`src/rtl/core/bhwb_pkg.sv`:
```
// Shared constants and types of the Bayer highlight window blend core.
package bhwb_pkg;

  localparam int unsigned MAX_WIDTH = 4096;
  localparam int unsigned MAX_ROWS  = 4096;
  localparam int unsigned COL_W     = $clog2(MAX_WIDTH);
  localparam int unsigned ROW_W     = 12;
  localparam int unsigned DIM_W     = 13;
  localparam int unsigned DATA_W    = 16;
  localparam int unsigned QDEPTH    = 4;
  localparam int unsigned QPTR_W    = $clog2(QDEPTH);

  localparam logic [1:0] CFG_WIDTH  = 2'd0;
  localparam logic [1:0] CFG_HEIGHT = 2'd1;
  localparam logic [1:0] CFG_CLIP   = 2'd2;

  // One accepted sample with its window and the results it causes.
  typedef struct packed {
    logic [DATA_W-1:0] ul;
    logic [DATA_W-1:0] above;
    logic [DATA_W-1:0] left;
    logic [DATA_W-1:0] p;
    logic [ROW_W-1:0]  row;
    logic [COL_W-1:0]  col;
    logic              do_win;
    logic              win_pass;
    logic              do_lc;
    logic              do_row;
  } job_t;

endpackage

```
`src/rtl/core/bhwb_queue.sv`:
```
// Short job queue between the front and back parts.
module bhwb_queue (
  input  logic            clk,
  input  logic            rst_n,
  input  logic            push,
  input  bhwb_pkg::job_t  push_job,
  input  logic            pop,
  output bhwb_pkg::job_t  head_job,
  output logic            full,
  output logic            empty
);

  bhwb_pkg::job_t q_r [bhwb_pkg::QDEPTH];
  logic [bhwb_pkg::QPTR_W-1:0] wr_ptr_r, rd_ptr_r;
  logic [bhwb_pkg::QPTR_W:0]   cnt_r;

  assign full     = (cnt_r == (bhwb_pkg::QPTR_W+1)'(bhwb_pkg::QDEPTH));
  assign empty    = (cnt_r == '0);
  assign head_job = q_r[rd_ptr_r];

  always_ff @(posedge clk) begin
    if (push) begin
      q_r[wr_ptr_r] <= push_job;
    end
  end

  always_ff @(posedge clk) begin
    if (!rst_n) begin
      wr_ptr_r <= '0;
      rd_ptr_r <= '0;
      cnt_r    <= '0;
    end else begin
      if (push) wr_ptr_r <= wr_ptr_r + 1'b1;
      if (pop)  rd_ptr_r <= rd_ptr_r + 1'b1;
      if (push && !pop) cnt_r <= cnt_r + 1'b1;
      else if (pop && !push) cnt_r <= cnt_r - 1'b1;
    end
  end

endmodule

```
`config.mk`:
```
export PLATFORM = sky130hd
export DESIGN_NAME = bhwb_queue
export DESIGN_NICKNAME = d
export VERILOG_FILES = /design/src/rtl/core/bhwb_pkg.sv /design/src/rtl/core/bhwb_queue.sv
export SDC_FILE = /design/constraint.sdc
export NUM_CORES = 1
export LEC_CHECK = 0
export BUFFER_PORTS_ARGS = -buffer_cell sky130_fd_sc_hd__buf_4
export CAP_MARGIN = 20
export CELL_PAD_IN_SITES_DETAIL_PLACEMENT = 0
export CELL_PAD_IN_SITES_GLOBAL_PLACEMENT = 1
export CORE_MARGIN = 4
export CORE_UTILIZATION = 45
export CTS_CLUSTER_DIAMETER = 50
export CTS_CLUSTER_SIZE = 25
export DETAILED_ROUTE_END_ITERATION = 16
export PLACE_DENSITY = 0.69
export REMOVE_ABC_BUFFERS = 1
export SYNTH_ARGS = -nofsm -noshare
export SYNTH_HDL_FRONTEND = slang
export SYNTH_SLANG_ARGS = --single-unit
```
`constraint.sdc`:
```
create_clock -name clk -period 4.52 [get_ports clk]
set_input_delay 0.904 -clock clk [delete_from_list [all_inputs] [get_ports clk]]
set_output_delay 0.904 -clock clk [all_outputs]
set_load 0.02 [all_outputs]
```
==> results by group <==
Run status
  • Outcome: finished, final reports clean

Global route
  • Antenna violations before repair: 3
  • Tot GR Track Use: 16.0%
  • Total grt overflow: 0
  • Vias in the first global route: 6,795
  • First-pass GRT wire length: 40,500 µm
  • Largest net degree at the start of global routing: 61

Clock network
  • Worst-Skew Late Latency: 0.52 ns
  • Htree depth: 2
  • Clk buf depth: 3
  • Resized Gates After CTS: 0
  • Clock Root Buffer: clkbuf_16
  • Cts bufs inserted: 35
  • CTS tree: yes
  • Post-cts hold buffer count: 0
  • Post-CTS Setup Inserts: 0
  • Clock Sink Count: 377
  • CTS clk-pin slew, worst paths: 0.07 ns

Timing
  • Actual slew at the worst max-slew pin: 0.995 ns
  • Hold Fails Final Rpt: 0
  • Setup violators final: 0
  • Setup ws final: 1.04 ns
  • Tcrit/Tclk final: 77.1%
  • Rel. slew slack: 33.7%
  • Setup Skew: 0.0158 ns
  • Final count of pins violating max slew: 0
  • Fmax: 287 MHz
  • Hold Slack: 0.533 ns
  • Unrepaired setup endpoints after global routing: false
  • Minimum clock period: 3.48 ns

Critical path
  • Crit path cell chain: buf_4 -> mux4_2 -> buf_4
  • Required time of the critical path: 3.62 ns
  • Crit Path Max Fanout: 32
  • Critical Path End Type: output port
  • Buf+Inv Stages, Crit Path: 2
  • CP most frequent cell: buf_4
  • Largest delay share family, worst path: flip-flops
  • CP Class: register to output port
  • Slowest CP cell: dfxtp_4
  • Worst stage delay on the critical path: 0.79 ns
  • Startpoint types: register
  • Critical path data arrival time: 2.58 ns

Synthesis
  • Synth Warn #: 0
  • Sequential area share after synthesis: 81.8%
  • Distinct cells, synth: 20
  • Cell Area, Synth: 0.0137 mm²
  • Mean post-synth cell area: 26.2 µm²
  • Synthesized flop and latch total: 377
  • EDFF count, synth: 368
  • Async SR Flop Fraction: 0%
  • Post-Syn Instances: 523
  • Post-synth top flop: edfxtp_1

Routing
  • Via count: 6,148
  • Pre-antenna DRT Iters: 4
  • Residual DRC: 0
  • Routed WL: 26,300 µm
  • Vias per inst: 5.31
  • Number of DRC markers in iteration 0: 317
  • Routed WL per cell: 22.8 µm
  • Antenna-violating nets left: 0

Pwr
  • Logic pwr share: 11.2%
  • Internal power: 6.17 mW
  • Worst VDD drop: 0.280 mV
  • Switch Pwr: 1.91 mW
  • Lkg Pwr: 5.66 nW
  • Sequential power share: 50.6%
  • Power Density: 480 mW/mm²
  • Switch share: 23.7%
  • Clk network pwr share: 38.2%

Floorplanning
  • Die area: 0.0334 mm²
  • Chip width: 183 µm
  • Starting Density: 45.9%
  • Die height: 183 µm
  • I/O Pins: 190
  • Core Region: 0.0299 mm²
  • Cell row count: 63

Final layout
  • Layout Cells excl Fill: 1,158
  • Layout cell share with drive strength beyond 1: 47.1%
  • Nets: 842
  • Post-route cell area: 0.0168 mm²
  • Synthesis-to-layout area growth: 22.8%

Placed design
  • Routability cong.: 0.770
  • Post-place setup slack: 1.47 ns
  • HPWL Detailed: 16,100 µm
  • Placed cells: 1,093
  • # port buffers: 189
  • Cell area after placement: 0.0156 mm²

Job
  • MaxCap Viol Count: 0

Min path
  • Worst hold-check path type: register to register
==> path summary, 6_finish.rpt <==
check	cells past startpoint	startpoint	endpoint	slack [ns]
worst min register to register	2	cnt_r[2]	cnt_r[2]	0.53
worst max-delay path	3	register	head_job[12]	1.04
worst max register to register	3	wr_ptr_r[0]	q_r[3][54]	2.37
worst min-delay path	2	cnt_r[2]	cnt_r[2]	0.53
==> per-layer routing <==
layer | up-vias | global-route usage, % | share of wire [%]
li1 | 2692 | - | -
met1 | 3221 | 21.5 | 41
met2 | 192 | 26.4 | 50
met3 | 39 | 4.15 | 6.7
met4 | 4 | 3.81 | 1.9
met5 | - | 0 | 0.11
==> Yosys cell counts, types with 2 or more instances <==
master    count  area share (%)
xnor2_1       2            0.13
mux4_2       92              15
ha_1          5            0.46
buf_6         9            0.74
mux2i_1       2            0.15
xor2_1        3            0.19
buf_2         9            0.33
dfxtp_1       9             1.3
edfxtp_1    368              81
inv_1         4            0.11
nor2b_1       2           0.091
and2_1        9            0.41
clkbuf_1      2           0.055
==> sequential cells by signal, summed over array words and instances (netlist names), named ones only <==
signal	flops
q_r	368
cnt_r	3
rd_ptr_r	2
wr_ptr_r	2
==> worst reg2reg max path, stage by stage (launching register included) <==
cell	delay, ns
dfxtp_1	0.40
ha_1	0.18
and2_4	0.79
buf_4	0.45
==> power groups by stage <==
stage          logic, mW  clock network [mW]  registers, mW
2_1_floorplan      0.495                   0           4.18
3_3_place_gp       0.911                   0           4.16
3_5_place_dp       0.927                   0           4.17
4_1_cts            0.930                3.18           4.09
5_1_grt            0.969                3.34           4.11
6_report           0.905                3.09           4.09
==> cells by family (layout without fill, tap and decap cells) <==
| group | after synthesis | after routing | share of synthesized area [%] |
|---|---|---|---|
| other | 0 | 1 | 0 |
| and+or+nand+nor | 15 | 15 | 0.666 |
| adders and majority gates | 6 | 6 | 0.602 |
| DFF | 377 | 377 | 81.8 |
| xor gates and xnor gates | 5 | 5 | 0.319 |
| buffers and inverters | 24 | 268 | 1.23 |
| AOI/OAI and AO/OA | 2 | 2 | 0.0912 |
| muxes | 94 | 94 | 15.2 |
==> cell type report <==
type                            count  area (µm²)
Multi-Input combinational cell    122        2330
Clock inverter                     28         363
Inverter                            4        15.0
Timing Repair Buffer              200        1530
Fill cell                        2228       13000
Tap cell                          390         488
Sequential cell                   377       11200
Clock buffer                       36         880
Antenna cell                        1        2.50
==> through the flow <==
step           setup TNS (ns)  power, mW  util (%)
2_1_floorplan          -88.12       4.68         -
3_3_place_gp                0       5.07      52.2
3_5_place_dp                0       5.10      52.2
4_1_cts                     0       8.20      56.4
5_1_grt                     0       8.41      56.4
6_report                    0       8.09      56.4
==> cells in the final DEF (no fill, tap or decap), types with 3 or more instances in the layout <==
cell type,Yosys,layout
xor2_1,3,3
clkbuf_16,0,35
ha_1,5,5
and2_1,9,5
inv_6,0,10
clkinv_4,0,3
clkinvlp_4,0,4
bufinv_16,0,4
inv_8,0,3
clkinv_8,0,4
buf_4,0,198
and2_4,0,4
mux4_2,92,92
edfxtp_1,368,368
dfxtp_1,9,7
inv_1,4,4
(Power assumes the default switching activity.)
