$ cat config.mk
export PLATFORM = sky130hd
export DESIGN_NAME = bhwb_back
export DESIGN_NICKNAME = d
export VERILOG_FILES = /design/src/rtl/core/bhwb_pkg.sv /design/src/rtl/core/bhwb_back.sv
export SDC_FILE = /design/constraint.sdc
export NUM_CORES = 2
export LEC_CHECK = 0
export ABC_AREA = 0
export BUFFER_PORTS_ARGS = -buffer_cell sky130_fd_sc_hd__buf_2
export CAP_MARGIN = 10
export CORE_MARGIN = 1
export CORE_UTILIZATION = 35
export DETAILED_ROUTE_END_ITERATION = 10
export HOLD_SLACK_MARGIN = 0.1
export SLEW_MARGIN = 40
export SYNTH_ARGS = -nofsm -noshare
export SYNTH_HDL_FRONTEND = slang
export SYNTH_SLANG_ARGS = --single-unit
$ cat constraint.sdc
create_clock -name clk -period 27.7 [get_ports clk]
set_input_delay 0 -clock clk [delete_from_list [all_inputs] [get_ports clk]]
set_output_delay 0 -clock clk [all_outputs]
set_load 0.05 [all_outputs]
$ cat src/rtl/core/bhwb_pkg.sv
// Shared constants and types of the Bayer highlight window blend core.
package bhwb_pkg;

  localparam int unsigned MAX_WIDTH = 4096;
  localparam int unsigned MAX_ROWS  = 4096;
  localparam int unsigned COL_W     = $clog2(MAX_WIDTH);
  localparam int unsigned ROW_W     = 12;
  localparam int unsigned DIM_W     = 13;
  localparam int unsigned DATA_W    = 16;
  localparam int unsigned QDEPTH    = 4;
  localparam int unsigned QPTR_W    = $clog2(QDEPTH);

  localparam logic [1:0] CFG_WIDTH  = 2'd0;
  localparam logic [1:0] CFG_HEIGHT = 2'd1;
  localparam logic [1:0] CFG_CLIP   = 2'd2;

  // One accepted sample with its window and the results it causes.
  typedef struct packed {
    logic [DATA_W-1:0] ul;
    logic [DATA_W-1:0] above;
    logic [DATA_W-1:0] left;
    logic [DATA_W-1:0] p;
    logic [ROW_W-1:0]  row;
    logic [COL_W-1:0]  col;
    logic              do_win;
    logic              win_pass;
    logic              do_lc;
    logic              do_row;
  } job_t;

endpackage

$ cat src/rtl/core/bhwb_back.sv
// Back part: blend computation with a serial divider and the result register.
module bhwb_back (
  input  logic                           clk,
  input  logic                           rst_n,
  input  logic [bhwb_pkg::DATA_W-1:0]    clip_cfg,
  input  logic                           q_empty,
  input  bhwb_pkg::job_t                 head_job,
  output logic                           pop,
  output logic                           out_valid,
  input  logic                           out_ready,
  output logic [bhwb_pkg::DATA_W-1:0]    out_value,
  output logic [bhwb_pkg::ROW_W-1:0]     out_row_index,
  output logic [bhwb_pkg::COL_W-1:0]     out_col_index,
  output logic                           out_run_last
);

  localparam logic [2:0] ST_IDLE  = 3'd0;
  localparam logic [2:0] ST_PREP  = 3'd1;
  localparam logic [2:0] ST_CHECK = 3'd2;
  localparam logic [2:0] ST_DIV   = 3'd3;
  localparam logic [2:0] ST_MUL   = 3'd4;
  localparam logic [2:0] ST_SUM   = 3'd5;
  localparam logic [2:0] ST_EMIT  = 3'd6;

  logic [2:0] state_r;
  bhwb_pkg::job_t job_r;
  logic win_pend_r, lc_pend_r, row_pend_r;
  logic [15:0] win_val_r;
  logic [24:0] sumlim_r;
  logic [17:0] s_r;
  logic [19:0] rem_r;
  logic [15:0] quo_r;
  logic [3:0]  cnt_r;
  logic [16:0] b_r;
  logic [34:0] prod1_r;
  logic [32:0] prod2_r;
  logic out_valid_r, out_last_r;
  logic [15:0] out_value_r;
  logic [11:0] out_row_r;
  logic [11:0] out_col_r;

  logic [15:0] c_eff;
  logic [22:0] post;
  logic [24:0] c384, num;
  logic [19:0] den;
  logic [22:0] lim0, lim1, lim2, lim3;
  logic [20:0] rem2;
  logic        qbit;
  logic [15:0] quo_nxt;
  logic [36:0] tot;
  logic [18:0] tot_q;
  logic        slot_free;
  logic        emit_go;

  function automatic logic [22:0] lim_of(input logic [15:0] v, input logic [22:0] lim);
    logic [22:0] v100;
    v100 = 23'(v) * 23'(100);
    return (v100 < lim) ? v100 : lim;
  endfunction

  always_comb begin
    c_eff = (clip_cfg == '0) ? 16'd1 : clip_cfg;
    post  = 23'(c_eff) * 23'(110);
    c384  = 25'(c_eff) * 25'(384);
    den   = 20'(c_eff) * 20'(14);
    lim0  = lim_of(job_r.ul, post);
    lim1  = lim_of(job_r.above, post);
    lim2  = lim_of(job_r.left, post);
    lim3  = lim_of(job_r.p, post);
    num   = sumlim_r - c384;
    rem2  = {rem_r, 1'b0};
    qbit  = (rem2 >= 21'(den));
    quo_nxt = {quo_r[14:0], qbit};
    tot   = 37'(prod1_r) + {2'b00, prod2_r, 2'b00} + 37'(131072);
    tot_q = tot[36:18];
    slot_free = !out_valid_r || out_ready;
    emit_go = (state_r == ST_EMIT) && slot_free && (win_pend_r || lc_pend_r || row_pend_r);
  end

  assign pop = (state_r == ST_IDLE) && !q_empty;

  always_ff @(posedge clk) begin
    unique case (state_r)
      ST_IDLE: begin
        if (!q_empty) begin
          job_r      <= head_job;
          win_val_r  <= head_job.ul;
        end
      end
      ST_PREP: begin
        sumlim_r <= 25'(lim0) + 25'(lim1) + 25'(lim2) + 25'(lim3);
        s_r      <= 18'(job_r.ul) + 18'(job_r.above) + 18'(job_r.left) + 18'(job_r.p);
      end
      ST_CHECK: begin
        if (sumlim_r <= c384) begin
          b_r <= '0;
        end else if (num >= 25'(den)) begin
          b_r <= 17'h10000;
        end else begin
          rem_r <= num[19:0];
          quo_r <= '0;
          cnt_r <= '0;
        end
      end
      ST_DIV: begin
        rem_r <= qbit ? 20'(rem2 - 21'(den)) : rem2[19:0];
        quo_r <= quo_nxt;
        cnt_r <= cnt_r + 1'b1;
        if (cnt_r == 4'd15) b_r <= {1'b0, quo_nxt};
      end
      ST_MUL: begin
        prod1_r <= 35'(b_r) * 35'(s_r);
        // The window's own pixel is the upper-left sample of the job.
        prod2_r <= 33'(17'h10000 - b_r) * 33'(job_r.ul);
      end
      ST_SUM: begin
        win_val_r <= (tot_q > 19'(16'hFFFF)) ? 16'hFFFF : tot_q[15:0];
      end
      ST_EMIT: begin
        if (slot_free) begin
          priority if (win_pend_r) begin
            out_value_r <= win_val_r;
            out_row_r   <= job_r.row - 1'b1;
            out_col_r   <= job_r.col - 1'b1;
            out_last_r  <= !lc_pend_r && !row_pend_r;
          end else if (lc_pend_r) begin
            out_value_r <= job_r.above;
            out_row_r   <= job_r.row - 1'b1;
            out_col_r   <= job_r.col;
            out_last_r  <= !row_pend_r;
          end else begin
            out_value_r <= job_r.p;
            out_row_r   <= job_r.row;
            out_col_r   <= job_r.col;
            out_last_r  <= 1'b1;
          end
        end
      end
      default: begin
      end
    endcase
  end

  always_ff @(posedge clk) begin
    if (!rst_n) begin
      state_r     <= ST_IDLE;
      out_valid_r <= 1'b0;
      win_pend_r  <= 1'b0;
      lc_pend_r   <= 1'b0;
      row_pend_r  <= 1'b0;
    end else begin
      if (emit_go) out_valid_r <= 1'b1;
      else if (out_ready) out_valid_r <= 1'b0;
      unique case (state_r)
        ST_IDLE: begin
          if (!q_empty) begin
            win_pend_r <= head_job.do_win;
            lc_pend_r  <= head_job.do_lc;
            row_pend_r <= head_job.do_row;
            state_r    <= (head_job.do_win && !head_job.win_pass) ? ST_PREP : ST_EMIT;
          end
        end
        ST_PREP:  state_r <= ST_CHECK;
        ST_CHECK: begin
          if (sumlim_r <= c384 || num >= 25'(den)) state_r <= ST_MUL;
          else state_r <= ST_DIV;
        end
        ST_DIV:   if (cnt_r == 4'd15) state_r <= ST_MUL;
        ST_MUL:   state_r <= ST_SUM;
        ST_SUM:   state_r <= ST_EMIT;
        ST_EMIT: begin
          if (!win_pend_r && !lc_pend_r && !row_pend_r) begin
            state_r <= ST_IDLE;
          end else if (slot_free) begin
            priority if (win_pend_r) begin
              win_pend_r <= 1'b0;
              if (!lc_pend_r && !row_pend_r) state_r <= ST_IDLE;
            end else if (lc_pend_r) begin
              lc_pend_r <= 1'b0;
              if (!row_pend_r) state_r <= ST_IDLE;
            end else begin
              row_pend_r <= 1'b0;
              state_r    <= ST_IDLE;
            end
          end
        end
        default: state_r <= ST_IDLE;
      endcase
    end
  end

  assign out_valid     = out_valid_r;
  assign out_value     = out_value_r;
  assign out_row_index = out_row_r;
  assign out_col_index = out_col_r;
  assign out_run_last  = out_last_r;

endmodule

==> impl_metrics.yaml <==
detailed_routing:
  drtIter0Drc: 2368
  drtAntennaViolNets: 0
  dr.pass1.iters: 8
  wl_met1_mm: 61.79
  vias_per_cell: 5.006
  routedWlPerCell_um: 18.28
  drt-total-wl_mm: 135.9
  wl_met3_mm: 7.701
  wl_met2_mm: 63.66
  highest_layer: "met5"
  drc_errors: 8
  vias: 37230
hold_path:
  whs_endpoint: "job_r[72]"
  hp-start: "head_job[72]"
  hp-class: "in -> reg"
  whs_path_depth: 2
critical_path:
  cpPeakStageDelay_ns: 0.59
  worst-r2r-setup-slack_ns: 17.22
  cp.required_ns: 28.02
  rr_startpoint: "job_r[81]"
  crit_slowest_cell: "o41ai_1"
  arrival_ns: 12.41
  worstRegToRegCells: 42
  crit_path_start_kind: "input pin"
  path_class: "in -> reg"
  reg2reg_to: "sumlim_r[23]"
  path_max_fanout: 20
  cp-end-kind: "register"
  crit_path_frequent_cell: "fa_1"
yosys:
  ys_seq_elements: 315
  avgSynthCellArea_um2: 9.665
  syn_area_mm2: 0.05082
  netlist_instances: 5258
  synthTopCellsByArea: "fa_1, edfxtp_1, ha_1"
  synth_top_area_cell: "fa_1"
  synth_top_area_share_pct: 27.38
  ys_seq_area_share_pct: 18.48
  ys_warn_count: 0
  async_reset_ff_share_pct: 0
  ys.flop_type: "edfxtp_1"
  synth_edf_count: 308
  yosys.cell_types.count: 90
  synth_nets: 6753
cts:
  clkLatencyLatePin_ns: 0.59
  htreeDepth: 2
  cts_tree: "yes"
  cts_resized: 0
  root_buffer: "clkbuf_16"
  clock-sinks: 315
  clockBufferDepth: 3
  cts_made_buffers: 40
  clkTransAtPathRegs_ns: 0.06
finish:
  final_cell_mix: "inv_1, fa_1, ha_1"
  nets: 6994
  final_common_cell: "inv_1"
  drive_above_1_share_pct: 7.034
  area_growth_pct: 11.14
  fillers: 14160
die:
  die_area_mm2: 0.1467
  die_w_um: 383.0
  die_y_um: 383.0
  core-area_mm2: 0.1438
  fp-row-count: 139
  start_util_pct: 35.33
  ios: 155
timing:
  fmax_mhz: 82.76
  period_minus_slack_ns: 12.08
  period_share_pct: 43.62
  setup_violations: 0
  maxSlewViolCount: 0
  fin_skew_ns: 0.01986
  setup_tns_ns: 0
  finalHoldViolCount: 0
  rsz0062_at_grt: "no"
  tightest_slew_ns: 0.9278
  holdWs_ns: 0.1378
  slew_headroom_pct: 37.94
  setup_ws_ns: 15.62
global_route:
  grt_usage_pct: 18.90
  grt_start_max_net_pins: 82
  overflow: 0
  antenna_found_initial: 11
  grt_pass1_wl_mm: 217.1
  grt_pass1_vias: 38560
placement:
  port_buffers: 154
  hpwl_mm: 110.9
  dp_slack_ns: 15.23
  gp_congestion: 0.9202
run_status:
  outcome: "complete, but fails checks"
  violations: "design-rule violations"
run:
  drv_cap: 0
## timing repair
action / in CTS / in global routing
hold endpoints to repair: 126 / 0
hold buffers: 109 / 0
buffers inserted: 0 / 0
## worst max-delay path: cells and delay by family
family,cells,cell delay (ns)
AOI/OAI and AO/OA,21,4.28
xor gates and xnor gates,2,0.41
adders and majority gates,9,3.99
buffers and inverters,7,1.58
muxes,1,0.39
and+or+nand+nor,7,1.73
## layer usage
metal | vias up | GRT usage, %
li1 | 17460 | -
met1 | 18630 | 26.08
met2 | 995 | 31.47
met3 | 139 | 2.576
met4 | 2 | 3.822
met5 | - | 0
## per-stage QoR
step / cells / area, um^2 / utilization, %
5_1_grt: 7434 / 56470 / 39.26
3_5_place_dp: 7251 / 54080 / 37.60
2_1_floorplan: 5258 / 50820 / -
3_3_place_gp: 7251 / 54010 / 37.55
4_1_cts: 7433 / 56450 / 39.25
6_report: 7437 / 56480 / 39.27
## how the worst max path moves through the flow
stage	start	to	slack, ns	cells after the start
floorplan	state_r[0]	win_val_r[0]	15.25	3
global route	clip_cfg[1]	sumlim_r[22]	14.90	47
finish	clip_cfg[1]	sumlim_r[23]	15.62	47
CTS	clip_cfg[1]	sumlim_r[22]	15.79	47
global placement	clip_cfg[12]	sumlim_r[23]	15.30	49
detailed placement	clip_cfg[12]	sumlim_r[23]	15.23	49
## synth_stat cells, types with 17 or more instances
master and number:
edfxtp_1 308, nor2_1 174, a21o_1 81, and2_1 215
mux2_1 21, o21a_1 35, fa_1 695, xor2_1 81
nand2b_1 31, xnor2_1 194, nand4_1 20, inv_1 1094
ha_1 688, a21oi_1 182, or3_1 19, nor2b_1 41
nand2_1 549, nor3_1 64, clkbuf_1 116, a211oi_1 23
mux2_4 18, mux2i_1 60, nand3_1 49, and3_1 39
a31oi_1 17, o21ai_0 138
## state kept, by name, summed over array words and instances, names as in the netlist
| register | cells |
|---|---|
| quo_r | 15 |
| out_run_last | 1 |
| b_r | 17 |
| out_row_index | 12 |
| win_pend_r | 1 |
| out_col_index | 12 |
| cnt_r | 4 |
| lc_pend_r | 1 |
| state_r | 3 |
| prod2_r | 33 |
| win_val_r | 16 |
| s_r | 18 |
| row_pend_r | 1 |
| out_value | 16 |
| out_valid | 1 |
| sumlim_r | 24 |
| rem_r | 19 |
| prod1_r | 33 |
| job_r | 88 |
## cell families after synthesis
family / after synthesis / share of synthesized area [%]
fa+ha+maj: 1391 / 44.49
simple gates: 1257 / 11.73
buf+inv: 1234 / 9.243
compound gates: 675 / 8.859
flops: 315 / 18.48
xor+xnor: 276 / 4.772
mux: 110 / 2.423
## cell type report
class | instances | area, um^2 | share of cell area, %
Timing Repair Buffer | 337 | 2425 | 4.294
Sequential cell | 315 | 9392 | 16.63
Inverter | 1096 | 4116 | 7.289
Tap cell | 1903 | 2381 | 4.216
Clock inverter | 22 | 198.9 | 0.3523
Antenna cell | 4 | 10.01 | 0.01772
Clock buffer | 51 | 1082 | 1.916
Multi-Input combinational cell | 3709 | 36870 | 65.29
Power is not shown: default switching activity piles up to over one toggle a cycle in this logic, so the estimate is an artifact.
